## src/rtl/event_table_with_expiry_and_reminders_assert.svh

```systemverilog
// assertion macros shared by the event table rtl
// no dependencies; SYNTH removes the checks from synthesis builds
`ifndef EVENT_TABLE_WITH_EXPIRY_AND_REMINDERS_ASSERT_SVH
`define EVENT_TABLE_WITH_EXPIRY_AND_REMINDERS_ASSERT_SVH

`ifndef SYNTH
// same-cycle implication
`define EVTAB_ASSERT_IMP(lbl, clk, rst_n, ante, cons) \
	lbl: assert property (@(posedge clk) disable iff (!rst_n) (ante) |-> (cons)) \
		else $error("evtab assertion failed");
// next-cycle implication
`define EVTAB_ASSERT_NXT(lbl, clk, rst_n, ante, cons) \
	lbl: assert property (@(posedge clk) disable iff (!rst_n) (ante) |=> (cons)) \
		else $error("evtab assertion failed");
`else
`define EVTAB_ASSERT_IMP(lbl, clk, rst_n, ante, cons)
`define EVTAB_ASSERT_NXT(lbl, clk, rst_n, ante, cons)
`endif

`endif

```

## src/rtl/evtab_pkg.sv

```systemverilog
// types, codes and sizes for the timed event table
// no dependencies
`default_nettype none

package evtab_pkg;

	localparam int NUM_SLOTS = 16;
	localparam int IDX_W = (NUM_SLOTS > 1) ? $clog2(NUM_SLOTS) : 1;
	localparam int SLOT_W = 6;
	localparam int LEAD_W = 17;
	localparam logic [LEAD_W-1:0] LEAD_RESET = LEAD_W'(15 * 60);

	typedef enum logic [1:0] {
		MODE_ADD    = 2'd0,
		MODE_REMOVE = 2'd1,
		MODE_TICK   = 2'd2
	} mode_t;

	typedef enum logic [3:0] {
		KIND_NEW       = 4'd0,
		KIND_UPDATED   = 4'd1,
		KIND_REPLACED  = 4'd2,
		KIND_DROPPED   = 4'd3,
		KIND_REMOVED   = 4'd4,
		KIND_NOT_FOUND = 4'd5,
		KIND_EXPIRED   = 4'd6,
		KIND_REMINDER  = 4'd7,
		KIND_TICK_DONE = 4'd8
	} kind_t;

	typedef enum logic [1:0] {
		ST_IDLE,
		ST_SCAN,
		ST_FINISH
	} state_t;

	typedef struct packed {
		logic [1:0]         mode;
		logic signed [63:0] event_id;
		logic [31:0]        start_time;
		logic [31:0]        duration;
		logic               all_day;
		logic [31:0]        now;
	} in_item_t;

	typedef struct packed {
		kind_t              kind;
		logic [SLOT_W-1:0]  slot;
		logic signed [63:0] result_id;
		logic [31:0]        result_start;
		logic               last;
	} out_item_t;

	typedef struct packed {
		logic load;
		logic step;
		logic emit_slot;
		logic finish;
	} cmd_t;

	typedef struct packed {
		logic is_tick;
		logic last_idx;
		logic slot_event;
		logic out_free;
	} sts_t;

endpackage

`default_nettype wire

```

## src/rtl/event_table_with_expiry_and_reminders.sv

```systemverilog
// Timed event table with expiry and reminders, top level.
// Input channel (in_valid/in_stall/in_data) takes add, remove and tick items;
// output channel (out_valid/out_stall/out_data) returns result beats, the
// final beat of each item carrying last = 1. An item of the unused mode is
// taken and produces no beat.
// Each accepted item walks all NUM_SLOTS table slots in the datapath scan, one
// slot per cycle except where it pauses at a slot that waits for room in the
// output register. An add or remove gives one beat; a tick gives one beat per
// expired or reminded slot and a closing beat. The next item is accepted in
// the cycle after the previous item's final beat is loaded into the output
// register, even while that beat still waits.
// When out_stall is high the beat in the output register holds and the scan
// pauses at any slot that needs to emit, so no beat is lost.
// cfg_wr_en writes reminder_lead; write it only while the block is idle.
// arst_n empties the table, sets reminder_lead to 900 s and drops any
// pending beat.
`default_nettype none

module event_table_with_expiry_and_reminders (
	input  wire logic                         clk,
	input  wire logic                         arst_n,
	input  wire logic                         in_valid,
	output logic                              in_stall,
	input  wire evtab_pkg::in_item_t          in_data,
	output logic                              out_valid,
	input  wire logic                         out_stall,
	output evtab_pkg::out_item_t              out_data,
	input  wire logic                         cfg_wr_en,
	input  wire logic [evtab_pkg::LEAD_W-1:0] cfg_wr_data
);
	import evtab_pkg::*;

	cmd_t cmd;
	sts_t sts;

	evtab_ctrl u_ctrl (
		.clk      (clk),
		.arst_n   (arst_n),
		.in_valid (in_valid),
		.in_mode  (in_data.mode),
		.in_stall (in_stall),
		.sts      (sts),
		.cmd      (cmd)
	);

	evtab_dp u_dp (
		.clk         (clk),
		.arst_n      (arst_n),
		.in_data     (in_data),
		.cfg_wr_en   (cfg_wr_en),
		.cfg_wr_data (cfg_wr_data),
		.cmd         (cmd),
		.sts         (sts),
		.out_valid   (out_valid),
		.out_stall   (out_stall),
		.out_data    (out_data)
	);

endmodule

`default_nettype wire

```

## src/rtl/evtab_ctrl.sv

```systemverilog
// sequencer for the event table: accept, slot scan, final result
// depends on evtab_pkg and the assertion header
`default_nettype none

module evtab_ctrl (
	input  wire logic          clk,
	input  wire logic          arst_n,
	input  wire logic          in_valid,
	input  wire logic [1:0]    in_mode,
	output logic               in_stall,
	input  wire evtab_pkg::sts_t sts,
	output evtab_pkg::cmd_t    cmd
);
	import evtab_pkg::*;
	`include "event_table_with_expiry_and_reminders_assert.svh"

	state_t state_q;
	state_t state_d;

	always_ff @(posedge clk or negedge arst_n) begin
		if (!arst_n) begin
			state_q <= ST_IDLE;
		end else begin
			state_q <= state_d;
		end
	end

	always_comb begin
		state_d = state_q;
		cmd = '0;
		in_stall = 1'b1;
		case (state_q)
			ST_IDLE: begin
				in_stall = 1'b0;
				if (in_valid) begin
					cmd.load = 1'b1;
					// the unused mode is taken and dropped
					if (in_mode == MODE_ADD || in_mode == MODE_REMOVE ||
							in_mode == MODE_TICK) begin
						state_d = ST_SCAN;
					end
				end
			end
			ST_SCAN: begin
				if (sts.is_tick && sts.slot_event) begin
					// a tick result waits for room in the output register
					if (sts.out_free) begin
						cmd.emit_slot = 1'b1;
						cmd.step = 1'b1;
					end
				end else begin
					cmd.step = 1'b1;
				end
				if (cmd.step && sts.last_idx) begin
					state_d = ST_FINISH;
				end
			end
			ST_FINISH: begin
				if (sts.out_free) begin
					cmd.finish = 1'b1;
					state_d = ST_IDLE;
				end
			end
			default: begin
				state_d = ST_IDLE;
			end
		endcase
	end

	`EVTAB_ASSERT_IMP(a_scan_hold_only_on_tick, clk, arst_n,
		(state_q == ST_SCAN) && !cmd.step, sts.is_tick && sts.slot_event && !sts.out_free)

endmodule

`default_nettype wire

```

## src/rtl/evtab_dp.sv

```systemverilog
// datapath of the event table: slot registers, scan accumulators, output register
// depends on evtab_pkg and the assertion header
`default_nettype none

module evtab_dp (
	input  wire logic                         clk,
	input  wire logic                         arst_n,
	input  wire evtab_pkg::in_item_t          in_data,
	input  wire logic                         cfg_wr_en,
	input  wire logic [evtab_pkg::LEAD_W-1:0] cfg_wr_data,
	input  wire evtab_pkg::cmd_t              cmd,
	output evtab_pkg::sts_t                   sts,
	output logic                              out_valid,
	input  wire logic                         out_stall,
	output evtab_pkg::out_item_t              out_data
);
	import evtab_pkg::*;
	`include "event_table_with_expiry_and_reminders_assert.svh"

	in_item_t in_q;
	logic [LEAD_W-1:0] lead_q;

	logic [NUM_SLOTS-1:0] used_q;
	logic signed [63:0]   id_q [NUM_SLOTS];
	logic [31:0]          start_q [NUM_SLOTS];
	logic [31:0]          dur_q [NUM_SLOTS];
	logic [NUM_SLOTS-1:0] allday_q;
	logic [NUM_SLOTS-1:0] rem_q;

	logic [IDX_W-1:0] idx_q;
	logic             hit_q;
	logic [IDX_W-1:0] hit_slot_q;
	logic [31:0]      hit_start_q;
	logic             free_q;
	logic [IDX_W-1:0] free_slot_q;
	logic             lat_q;
	logic [IDX_W-1:0] lat_slot_q;
	logic [31:0]      lat_start_q;

	out_item_t out_q;
	logic      out_valid_q;

	logic               cur_used;
	logic signed [63:0] cur_id;
	logic [31:0]        cur_start;
	logic [32:0]        end_sum;
	logic [32:0]        lead_sum;
	logic               expired;
	logic               remind;
	logic               cur_hit;

	out_item_t        fin_item;
	logic             fin_write;
	logic             fin_clear;
	logic [IDX_W-1:0] fin_slot;
	logic             out_free;

	// current slot under the scan
	always_comb begin
		cur_used = used_q[idx_q];
		cur_id = id_q[idx_q];
		cur_start = start_q[idx_q];
		end_sum = {1'b0, cur_start} + {1'b0, dur_q[idx_q]};
		lead_sum = {1'b0, in_q.now} + 33'(lead_q);
		expired = {1'b0, in_q.now} > end_sum;
		remind = !allday_q[idx_q] && !rem_q[idx_q] && (lead_sum >= {1'b0, cur_start});
		cur_hit = cur_used && (cur_id == in_q.event_id);
	end

	// final result once the scan is through
	always_comb begin
		fin_item.kind = KIND_TICK_DONE;
		fin_item.slot = '0;
		fin_item.result_id = in_q.event_id;
		fin_item.result_start = in_q.start_time;
		fin_item.last = 1'b1;
		fin_write = 1'b0;
		fin_clear = 1'b0;
		fin_slot = hit_slot_q;
		case (in_q.mode)
			MODE_ADD: begin
				if (hit_q) begin
					fin_item.kind = KIND_UPDATED;
					fin_write = 1'b1;
				end else if (free_q) begin
					fin_item.kind = KIND_NEW;
					fin_slot = free_slot_q;
					fin_write = 1'b1;
				end else if (lat_q && (lat_start_q > in_q.start_time)) begin
					fin_item.kind = KIND_REPLACED;
					fin_slot = lat_slot_q;
					fin_write = 1'b1;
				end else begin
					fin_item.kind = KIND_DROPPED;
				end
				if (fin_write) begin
					fin_item.slot = SLOT_W'(fin_slot);
				end
			end
			MODE_REMOVE: begin
				if (hit_q) begin
					fin_item.kind = KIND_REMOVED;
					fin_item.slot = SLOT_W'(hit_slot_q);
					fin_item.result_start = hit_start_q;
					fin_clear = 1'b1;
				end else begin
					fin_item.kind = KIND_NOT_FOUND;
					fin_item.result_start = '0;
				end
			end
			default: begin
				fin_item.result_id = '0;
				fin_item.result_start = '0;
			end
		endcase
	end

	assign out_free = !out_valid_q || !out_stall;

	always_comb begin
		sts.is_tick = (in_q.mode == MODE_TICK);
		sts.last_idx = (idx_q == IDX_W'(NUM_SLOTS - 1));
		sts.slot_event = cur_used && (expired || remind);
		sts.out_free = out_free;
	end

	always_ff @(posedge clk or negedge arst_n) begin
		if (!arst_n) begin
			lead_q <= LEAD_RESET;
			used_q <= '0;
			idx_q <= '0;
			hit_q <= 1'b0;
			free_q <= 1'b0;
			lat_q <= 1'b0;
			out_valid_q <= 1'b0;
		end else begin
			if (cfg_wr_en) begin
				lead_q <= cfg_wr_data;
			end
			if (cmd.load) begin
				idx_q <= '0;
				hit_q <= 1'b0;
				free_q <= 1'b0;
				lat_q <= 1'b0;
			end else if (cmd.step) begin
				idx_q <= idx_q + 1'b1;
				if (cur_hit) begin
					hit_q <= 1'b1;
				end
				if (!cur_used) begin
					free_q <= 1'b1;
				end
				if (cur_used) begin
					lat_q <= 1'b1;
				end
			end
			if (cmd.emit_slot && expired) begin
				used_q[idx_q] <= 1'b0;
			end
			if (cmd.finish && fin_write) begin
				used_q[fin_slot] <= 1'b1;
			end
			if (cmd.finish && fin_clear) begin
				used_q[fin_slot] <= 1'b0;
			end
			if (cmd.emit_slot || cmd.finish) begin
				out_valid_q <= 1'b1;
			end else if (!out_stall) begin
				out_valid_q <= 1'b0;
			end
		end
	end

	always_ff @(posedge clk) begin
		if (cmd.load) begin
			in_q <= in_data;
		end
		if (cmd.step) begin
			// first match and first free slot only
			if (cur_hit && !hit_q) begin
				hit_slot_q <= idx_q;
				hit_start_q <= cur_start;
			end
			if (!cur_used && !free_q) begin
				free_slot_q <= idx_q;
			end
			// strict compare keeps the lowest slot on ties
			if (cur_used && (!lat_q || (cur_start > lat_start_q))) begin
				lat_slot_q <= idx_q;
				lat_start_q <= cur_start;
			end
		end
		if (cmd.emit_slot && !expired) begin
			rem_q[idx_q] <= 1'b1;
		end
		if (cmd.finish && fin_write) begin
			id_q[fin_slot] <= in_q.event_id;
			start_q[fin_slot] <= in_q.start_time;
			dur_q[fin_slot] <= in_q.duration;
			allday_q[fin_slot] <= in_q.all_day;
			rem_q[fin_slot] <= (in_q.now >= in_q.start_time);
		end
		if (cmd.emit_slot) begin
			out_q.kind <= expired ? KIND_EXPIRED : KIND_REMINDER;
			out_q.slot <= SLOT_W'(idx_q);
			out_q.result_id <= cur_id;
			out_q.result_start <= cur_start;
			out_q.last <= 1'b0;
		end else if (cmd.finish) begin
			out_q <= fin_item;
		end
	end

	assign out_valid = out_valid_q;
	assign out_data = out_q;

	`EVTAB_ASSERT_IMP(a_load_only_when_free, clk, arst_n,
		cmd.emit_slot || cmd.finish, out_free)
	`EVTAB_ASSERT_NXT(a_tick_beat_not_last, clk, arst_n,
		cmd.emit_slot, out_valid_q && !out_q.last &&
		(out_q.kind == KIND_EXPIRED || out_q.kind == KIND_REMINDER))

endmodule

`default_nettype wire

```

## config.mk

```make
export PLATFORM = sky130hd
export DESIGN_NAME = event_table_with_expiry_and_reminders
export DESIGN_NICKNAME = d
export VERILOG_FILES = /design/src/rtl/evtab_pkg.sv /design/src/rtl/event_table_with_expiry_and_reminders.sv /design/src/rtl/evtab_ctrl.sv /design/src/rtl/evtab_dp.sv
export VERILOG_INCLUDE_DIRS = /design/src /design/src/rtl
export SDC_FILE = /design/constraint.sdc
export NUM_CORES = 2
export LEC_CHECK = 0
export BUFFER_PORTS_ARGS = -buffer_cell sky130_fd_sc_hd__buf_2
export CELL_PAD_IN_SITES_DETAIL_PLACEMENT = 0
export CELL_PAD_IN_SITES_GLOBAL_PLACEMENT = 1
export CORE_ASPECT_RATIO = 0.5
export CORE_MARGIN = 10
export CORE_UTILIZATION = 45
export CTS_CLUSTER_SIZE = 28
export DETAILED_ROUTE_END_ITERATION = 6
export PLACE_DENSITY = 0.79
export REMOVE_ABC_BUFFERS = 1
export SLEW_MARGIN = 5
export SYNTH_ARGS = -nofsm -noshare
export SYNTH_HDL_FRONTEND = slang
export SYNTH_SLANG_ARGS = --single-unit
```

## constraint.sdc

```tcl
create_clock -name clk -period 12.28 [get_ports clk]
set_clock_uncertainty 0.2 [all_clocks]
set_input_delay 0 -clock clk [delete_from_list [all_inputs] [get_ports clk]]
set_output_delay 0 -clock clk [all_outputs]
set_load 0.01 [all_outputs]
```

Word level (Yosys, flattened, before mapping). Memory sizes are Yosys's and may differ from the RTL's. Index checks and enable logic that the tools add are counted.

$add $sub $neg: 3. Order comparisons: 9. Equality and inequality tests: 14. Multiplexer cells: 71. Bitwise gates (word level): 6. Reduce and logical (&&, ||, !) cells: 46.

Operator list (count): $mux W107 (2); $mux W16 (5); $eq A64 B64 Y1 (1); $gt A32 B32 Y1 (2); $mux W64 (1); $pmux W32 S2 (1); $mux W4 (10); $mux W1 (36); $add A32 B17 Y33 (1); $add A32 B32 Y33 (1); $ge A33 B32 Y1 (1); $gt A32 B33 Y1 (1); $and A16 B16 Y16 (2); $bwmux W16 (2); $ge A32 B32 Y1 (1); $mux W32 (1); $not A16 Y16 (2); $or A16 B16 Y16 (2); $pmux W10 S2 (1); $logic_and A1 B1 Y1 (16); $bmux W1 S4 (3); $mux W2 (6); $reduce_and A2 Y1 (6); $lt A4 B5 Y1 const B (2); 15 further kinds (43).

Flip-flop bits (word level): 421. Bits in writable memories: 2048. Bits of input ports: 185. Output and inout port bits: 109. Logic and storage cells: 179. Memories: 3.

Memory list: u_dp.id_q (words 16, bits a word 64, read ports 1, clocked after memory_dff 0, wr ports 1, RTL line evtab_dp.sv:24) `logic signed [63:0] id_q [NUM_SLOTS];`; u_dp.dur_q (words 16, bits a word 32, read ports 1, clocked after memory_dff 0, wr ports 1, RTL line evtab_dp.sv:26) `logic [31:0] dur_q [NUM_SLOTS];`; u_dp.start_q (words 16, bits a word 32, read ports 1, clocked after memory_dff 0, wr ports 1, RTL line evtab_dp.sv:25) `logic [31:0] start_q [NUM_SLOTS];`.

Longest topological paths before layout.
Depth after elaboration: 17. Gate-level depth with buffers: 35. Mapped depth without buffers: 24.

By module. From an unflattened synthesis, not the netlist that was laid out.

Cells, all modules: 4927. Area, all modules: 100124.8 um^2.

By module, submodules not included: evtab_dp (instances 1, cells each 4910, area an instance 99990.9 um^2, seq. area each 73650.6 um^2); evtab_ctrl (instances 1, cells each 17, area an instance 133.9 um^2, seq. area each 50.0 um^2).

Least setup slack after synthesis. No wires, ideal clock.

Path kind: reg2reg. Start point: register u_dp.in_q[66] in the netlist's numbering. End point: register u_dp.rem_q[12]. Arrival time: 12116 ps. Setup slack: -521 ps. Stages on the path, launching flop included: 12. Buffers on the path: 0. Cell sequence: edfxtp_1 -> inv_1 -> ha_1 -> nor2b_1 -> o211ai_1 -> a2111oi_0 -> o41ai_2 -> a31o_2 -> a221oi_1 -> nand3_1 -> nor3_1 -> mux2i_1.

Cells in the longest elaborated chain, start to end: 12. Elaborated cells between the ends (all ways): 20. Those cells by class: order compare (4); mux (13); reduce/logical (3).

RTL lines: start, declared (RTL line evtab_dp.sv:20) `in_item_t in_q;`; start signal, assigned (RTL line evtab_dp.sv:176) `in_q <= in_data;`; $gt A32 B32 Y1 (RTL line evtab_dp.sv:89) `end else if (lat_q && (lat_start_q > in_q.start_time)) begin`; $logic_and A1 B1 Y1 (RTL line evtab_dp.sv:89); $mux W4 (RTL line evtab_dp.sv:89); $mux W4 (RTL line evtab_dp.sv:85) `end else if (free_q) begin`; $mux W4 (RTL line evtab_dp.sv:82) `if (hit_q) begin`; $mux W4 (RTL line evtab_dp.sv:80) `case (in_q.mode)`; $lt A4 B5 Y1 or $ge A4 B1 Y1 (tied branches) (RTL line evtab_dp.sv:201) `rem_q[fin_slot] <= (in_q.now >= in_q.start_time);`; $logic_and A1 B1 Y1 (implied by the code) (RTL line evtab_dp.sv:201); $mux W1 (implied by the code) (RTL line evtab_dp.sv:201); $demux W1 S4; $bwmux W16 (RTL line evtab_dp.sv:201); $mux W16 * (RTL line evtab_dp.sv:196) `if (cmd.finish && fin_write) begin`; end signal, assigned by index (RTL line evtab_dp.sv:201); end, declared (RTL line evtab_dp.sv:28) `logic [NUM_SLOTS-1:0] rem_q;`.

Every way passes the cells marked *; elsewhere a longest branch is shown, timed or not. The select of a mux whose other input is x is not followed. A chain may end at the register's enable or synchronous reset.

Worst setup path after layout.
Start point: register u_dp.idx_q[0]. End point: register u_dp.lat_start_q[12] (enable).

Elaborated cells between the ends (all ways): 25. Those cells by class: add/sub (1); order compare (3); mux (9); reduce/logical (10); memory (2).

RTL lines: start, declared (RTL line evtab_dp.sv:30) `logic [IDX_W-1:0] idx_q;`; start signal, assigned (RTL line evtab_dp.sv:146) `idx_q <= idx_q + 1'b1;`; $mem_v2 Z16 W32 *; named net u_dp.cur_start[1] (RTL line evtab_dp.sv:45) `logic [31:0] cur_start;`; $add A32 B32 Y33 or $ge A33 B32 Y1 (tied branches) (RTL line evtab_dp.sv:63, evtab_dp.sv:66); $gt A32 B33 Y1 or $logic_and A1 B1 Y1 (tied branches) (RTL line evtab_dp.sv:65, evtab_dp.sv:66); $logic_or A1 B1 Y1 (RTL line evtab_dp.sv:123) `sts.slot_event = cur_used && (expired || remind);`; $logic_and A1 B1 Y1 (RTL line evtab_dp.sv:123); $logic_and A1 B1 Y1 (RTL line evtab_ctrl.sv:45) `if (sts.is_tick && sts.slot_event) begin`; $mux W1 (RTL line evtab_ctrl.sv:45); $mux W1 (RTL line evtab_ctrl.sv:32) `case (state_q)`; $mux W2 (RTL line evtab_ctrl.sv:32); $reduce_and A2 Y1 (no source line) *; end signal, assigned (RTL line evtab_dp.sv:190) `lat_start_q <= cur_start;`; end, declared (RTL line evtab_dp.sv:38) `logic [31:0] lat_start_q;`.

The timed path passes the listed nets; every way through them passes the cells marked *. The select of a mux whose other input is x is not followed.

==> results by group <==
Run status
  – Outcome: completed

Global route
  – Initial antenna violation count: 6
  – GR Util All Layers: 22.53%
  – Largest net degree at the start of global routing: 122
  – Vias in the first global route: 58084
  – Remaining Overflow, GRT: 0
  – Global-route wire length before repair: 410900 um

STA
  – Final Slew Violations: 0
  – Min Hold Slack: 0.1203 ns
  – Fmax: 96.50 MHz
  – Fin crit share: 84.39%
  – RSZ-0062 raised after global routing: false
  – Fin. Hold Viols: 0
  – Setup violators final: 0
  – Slew of the pin with the lowest slew margin: 1.255 ns
  – Rel. slew slack: 15.62%
  – Tmin final: 10.36 ns

Clock tree
  – Root buffer cell: clkbuf_16
  – Number of H-tree levels: 4
  – Clock Tree Buf Depth: 4
  – CTS tree: built
  – CTS clk-pin slew, worst paths: 0.07 ns
  – Num CTS Buffers: 220
  – Clock insertion delay at the later pin of the skew report: 0.88 ns
  – Cts repair resizes: 0
  – Clk sink count: 2467

Worst setup path
  – Crit path DAT: 10.69 ns
  – Crit end category: register
  – Reg2Reg Setup Slack: 1.92 ns
  – CP Data Required Time: 12.61 ns
  – Reg2reg path depth: 24
  – Worst setup SP type: register
  – Kind of critical path: register to register
  – Crit path max fanout: 38
  – Worst r2r src: u_dp.idx_q[0]
  – Reg2reg end: u_dp.lat_start_q[12]

Drt
  – Antenna-violating nets left: 0
  – Drt wl/cell: 30.98 um
  – DRC errors left: 0
  – Drt pass-1 iters: 6
  – Vias/cell: 6.146
  – Post-Route WL: 285500 um
  – 1st-iter DRT viols: 7227
  – Routed vias: 56633

Yosys
  – Top_reg_cell synth: edfxtp_1
  – Yosys cell types: 94
  – Sequential area share after synthesis: 72.39%
  – Syn Inst Count: 5284
  – Synth Register Bits: 2467
  – Number of flops mapped to enable cells by yosys: 2407
  – Post-Syn Area: 101800 um^2
  – Async set-reset flop share out of synthesis: 1.743%
  – Ys Warns: 0
  – Syn Area/Cell: 19.27 um^2

Power
  – VDD IR-drop max: 0.0001914 V
  – Power, Total: 26510 uW
  – Leakage: 0.03911 uW
  – Cell area power density: 225.2 nW/um^2

Min path
  – HP Class: input port to register
  – Hold Path Depth: 3
  – Hold path start: cfg_wr_en
  – Hold-critical path endpoint: u_dp.lead_q[8]

Place
  – Post-DP HPWL: 162900 um
  – Port Buffers: 291
  – Inst Count DP: 8433
  – Placer congestion estimate: 0.8767

Floorplanning
  – Full die area: 246800 um^2
  – Initial Util: 45.25%
  – Num rows: 123
  – Die Span X: 692.7 um
  – Die height: 356.3 um
  – I/O Pins: 294
  – Core Region: 225000 um^2

Finish
  – Nets: 6438
  – Util after Layout: 52.31%
  – Share of post-route cells with drive strength above 1: 21.57%
  – Post-route insts no fill: 9215
  – Layout area overhead: 15.61%

Flow run
  – Max Cap Viol: 0
[critical path, cell delays in order (launching register included)]
cell and delay [ns]:
dfrtp_4 0.98, buf_12 0.38, mux4_2 0.53, mux4_2 0.55, ha_1 0.34, a211oi_1 0.34, o21ai_0 0.34, a221oi_1 0.81
o221ai_1 0.40, a211oi_1 0.46, o31ai_1 0.22, a221o_1 0.33, a21oi_1 0.18, xor2_1 0.09, ha_1 0.20, a2111oi_0 0.55
o21ai_0 0.17, a211oi_1 0.24, o211ai_1 0.17, and3_1 0.26, nand2b_1 0.20, a21oi_1 0.34, nand3b_1 0.32, a21oi_4 0.95
buf_4 0.39
[kinds of logic after synthesis]
group           Yosys count  synth area share, %
xor+xnor                112               0.9709
simple gates            632                3.074
compound gates          698                4.735
fa+ha+maj               215                2.657
flops                  2467                72.39
other cells               1             0.003684
mux                     767                14.30
buf+inv                 392                1.862
[registers in the layout (all words and copies together) (netlist names), 17 cells and up]
| signal | cells |
|---|---|
| u_dp.dur_q | 512 |
| u_dp.hit_start_q | 32 |
| u_dp.id_q | 1024 |
| u_dp.in_q | 163 |
| u_dp.lat_start_q | 32 |
| u_dp.lead_q | 17 |
| u_dp.out_data | 105 |
| u_dp.start_q | 512 |
[how the worst max path moves through the flow]
stage,cells after the start,to,start
detailed placement,24,u_dp.lat_start_q[23],u_dp.idx_q[0]
floorplan,22,u_dp.out_data[100],u_dp.idx_q[0]
CTS,24,u_dp.lat_start_q[13],u_dp.idx_q[0]
finish,24,u_dp.lat_start_q[12],u_dp.idx_q[0]
global placement,24,u_dp.lat_start_q[22],u_dp.idx_q[0]
global route,24,u_dp.lat_start_q[12],u_dp.idx_q[0]
[metal layers]
layer / routed length (um) / up-vias / track usage (%) / part of all wire, %
li1: - / 23352 / - / -
met1: 108300 / 29632 / 29.56 / 38
met2: 142500 / 3095 / 38.39 / 50
met3: 23350 / 554 / 3.327 / 8.2
met4: 11410 / 0 / 8.315 / 4.0
met5: 0 / - / 0 / 0
[synthesized netlist by cell type (16+ instances only)]
library cell | number | share of area, %
mux4_2 | 528 | 12
edfxtp_1 | 2407 | 71
ha_1 | 213 | 2.6
nor2_1 | 103 | 0.38
dfrtp_1 | 39 | 0.96
xor2_1 | 36 | 0.31
xnor2_1 | 75 | 0.65
nand2_1 | 219 | 0.81
mux2i_1 | 182 | 1.8
buf_2 | 67 | 0.33
a22oi_1 | 83 | 0.61
nand4_1 | 59 | 0.36
o21a_1 | 18 | 0.13
nor2b_1 | 19 | 0.12
clkbuf_1 | 105 | 0.39
a211oi_1 | 21 | 0.15
a221oi_1 | 16 | 0.14
o21ai_0 | 109 | 0.54
and3_1 | 26 | 0.16
mux2_2 | 43 | 0.48
a31oi_1 | 30 | 0.18
nor3_1 | 38 | 0.19
a21o_1 | 45 | 0.33
dfxtp_1 | 17 | 0.33
inv_1 | 158 | 0.58
o22ai_1 | 60 | 0.37
a21oi_1 | 129 | 0.63
nand2b_1 | 27 | 0.17
nand3_1 | 59 | 0.29
a22o_1 | 35 | 0.30
buf_6 | 31 | 0.34
a32o_1 | 20 | 0.20
[metrics by stage]
| stage | instance area [um^2] | setup WS, ns | TNS [ns] |
|---|---|---|---|
| after floorplan | 100500 | -17.80 | -5614.59 |
| after global placement | 106800 | 2.164 | 0 |
| after detailed placement | 106800 | 2.096 | 0 |
| after CTS | 117700 | 1.995 | 0 |
| after global routing | 117700 | 1.408 | 0 |
| final | 117700 | 1.917 | 0 |
[cells in the final DEF, fill, tap and decap left out, types with 127 or more instances in the layout]
cell and n:
inv_1 142, mux2i_1 182, dlygate4sd3_1 383, clkbuf_16 221, ha_1 213, mux4_2 528, nand2_1 218, edfxtp_1 2407
a21oi_1 127, buf_2 291
[where the power goes]
group          total [uW]  switching, uW  internal (uW)
registers           10000            454           9580
logic                9560           5520           4040
clock network        6910           3060           3860
total               26500           9030          17500
[timing repair]
item / in CTS / in global routing
hold buffers: 383 / 0
buffers inserted: 0 / 0
hold endpoints to repair: 319 / 0
[layout make-up]
type / count / area [um^2]
fillers: 17498 / 107300
clock inverters: 128 / 1279
well taps: 3000 / 3754
multi-input cells: 2426 / 26300
repair buffers: 762 / 6151
flip-flops and latches: 2467 / 73720
inverters: 161 / 693.2
diodes: 3 / 7.507
clock buffers: 268 / 5797
No activity file was read; power rests on OpenSTA's default activity.
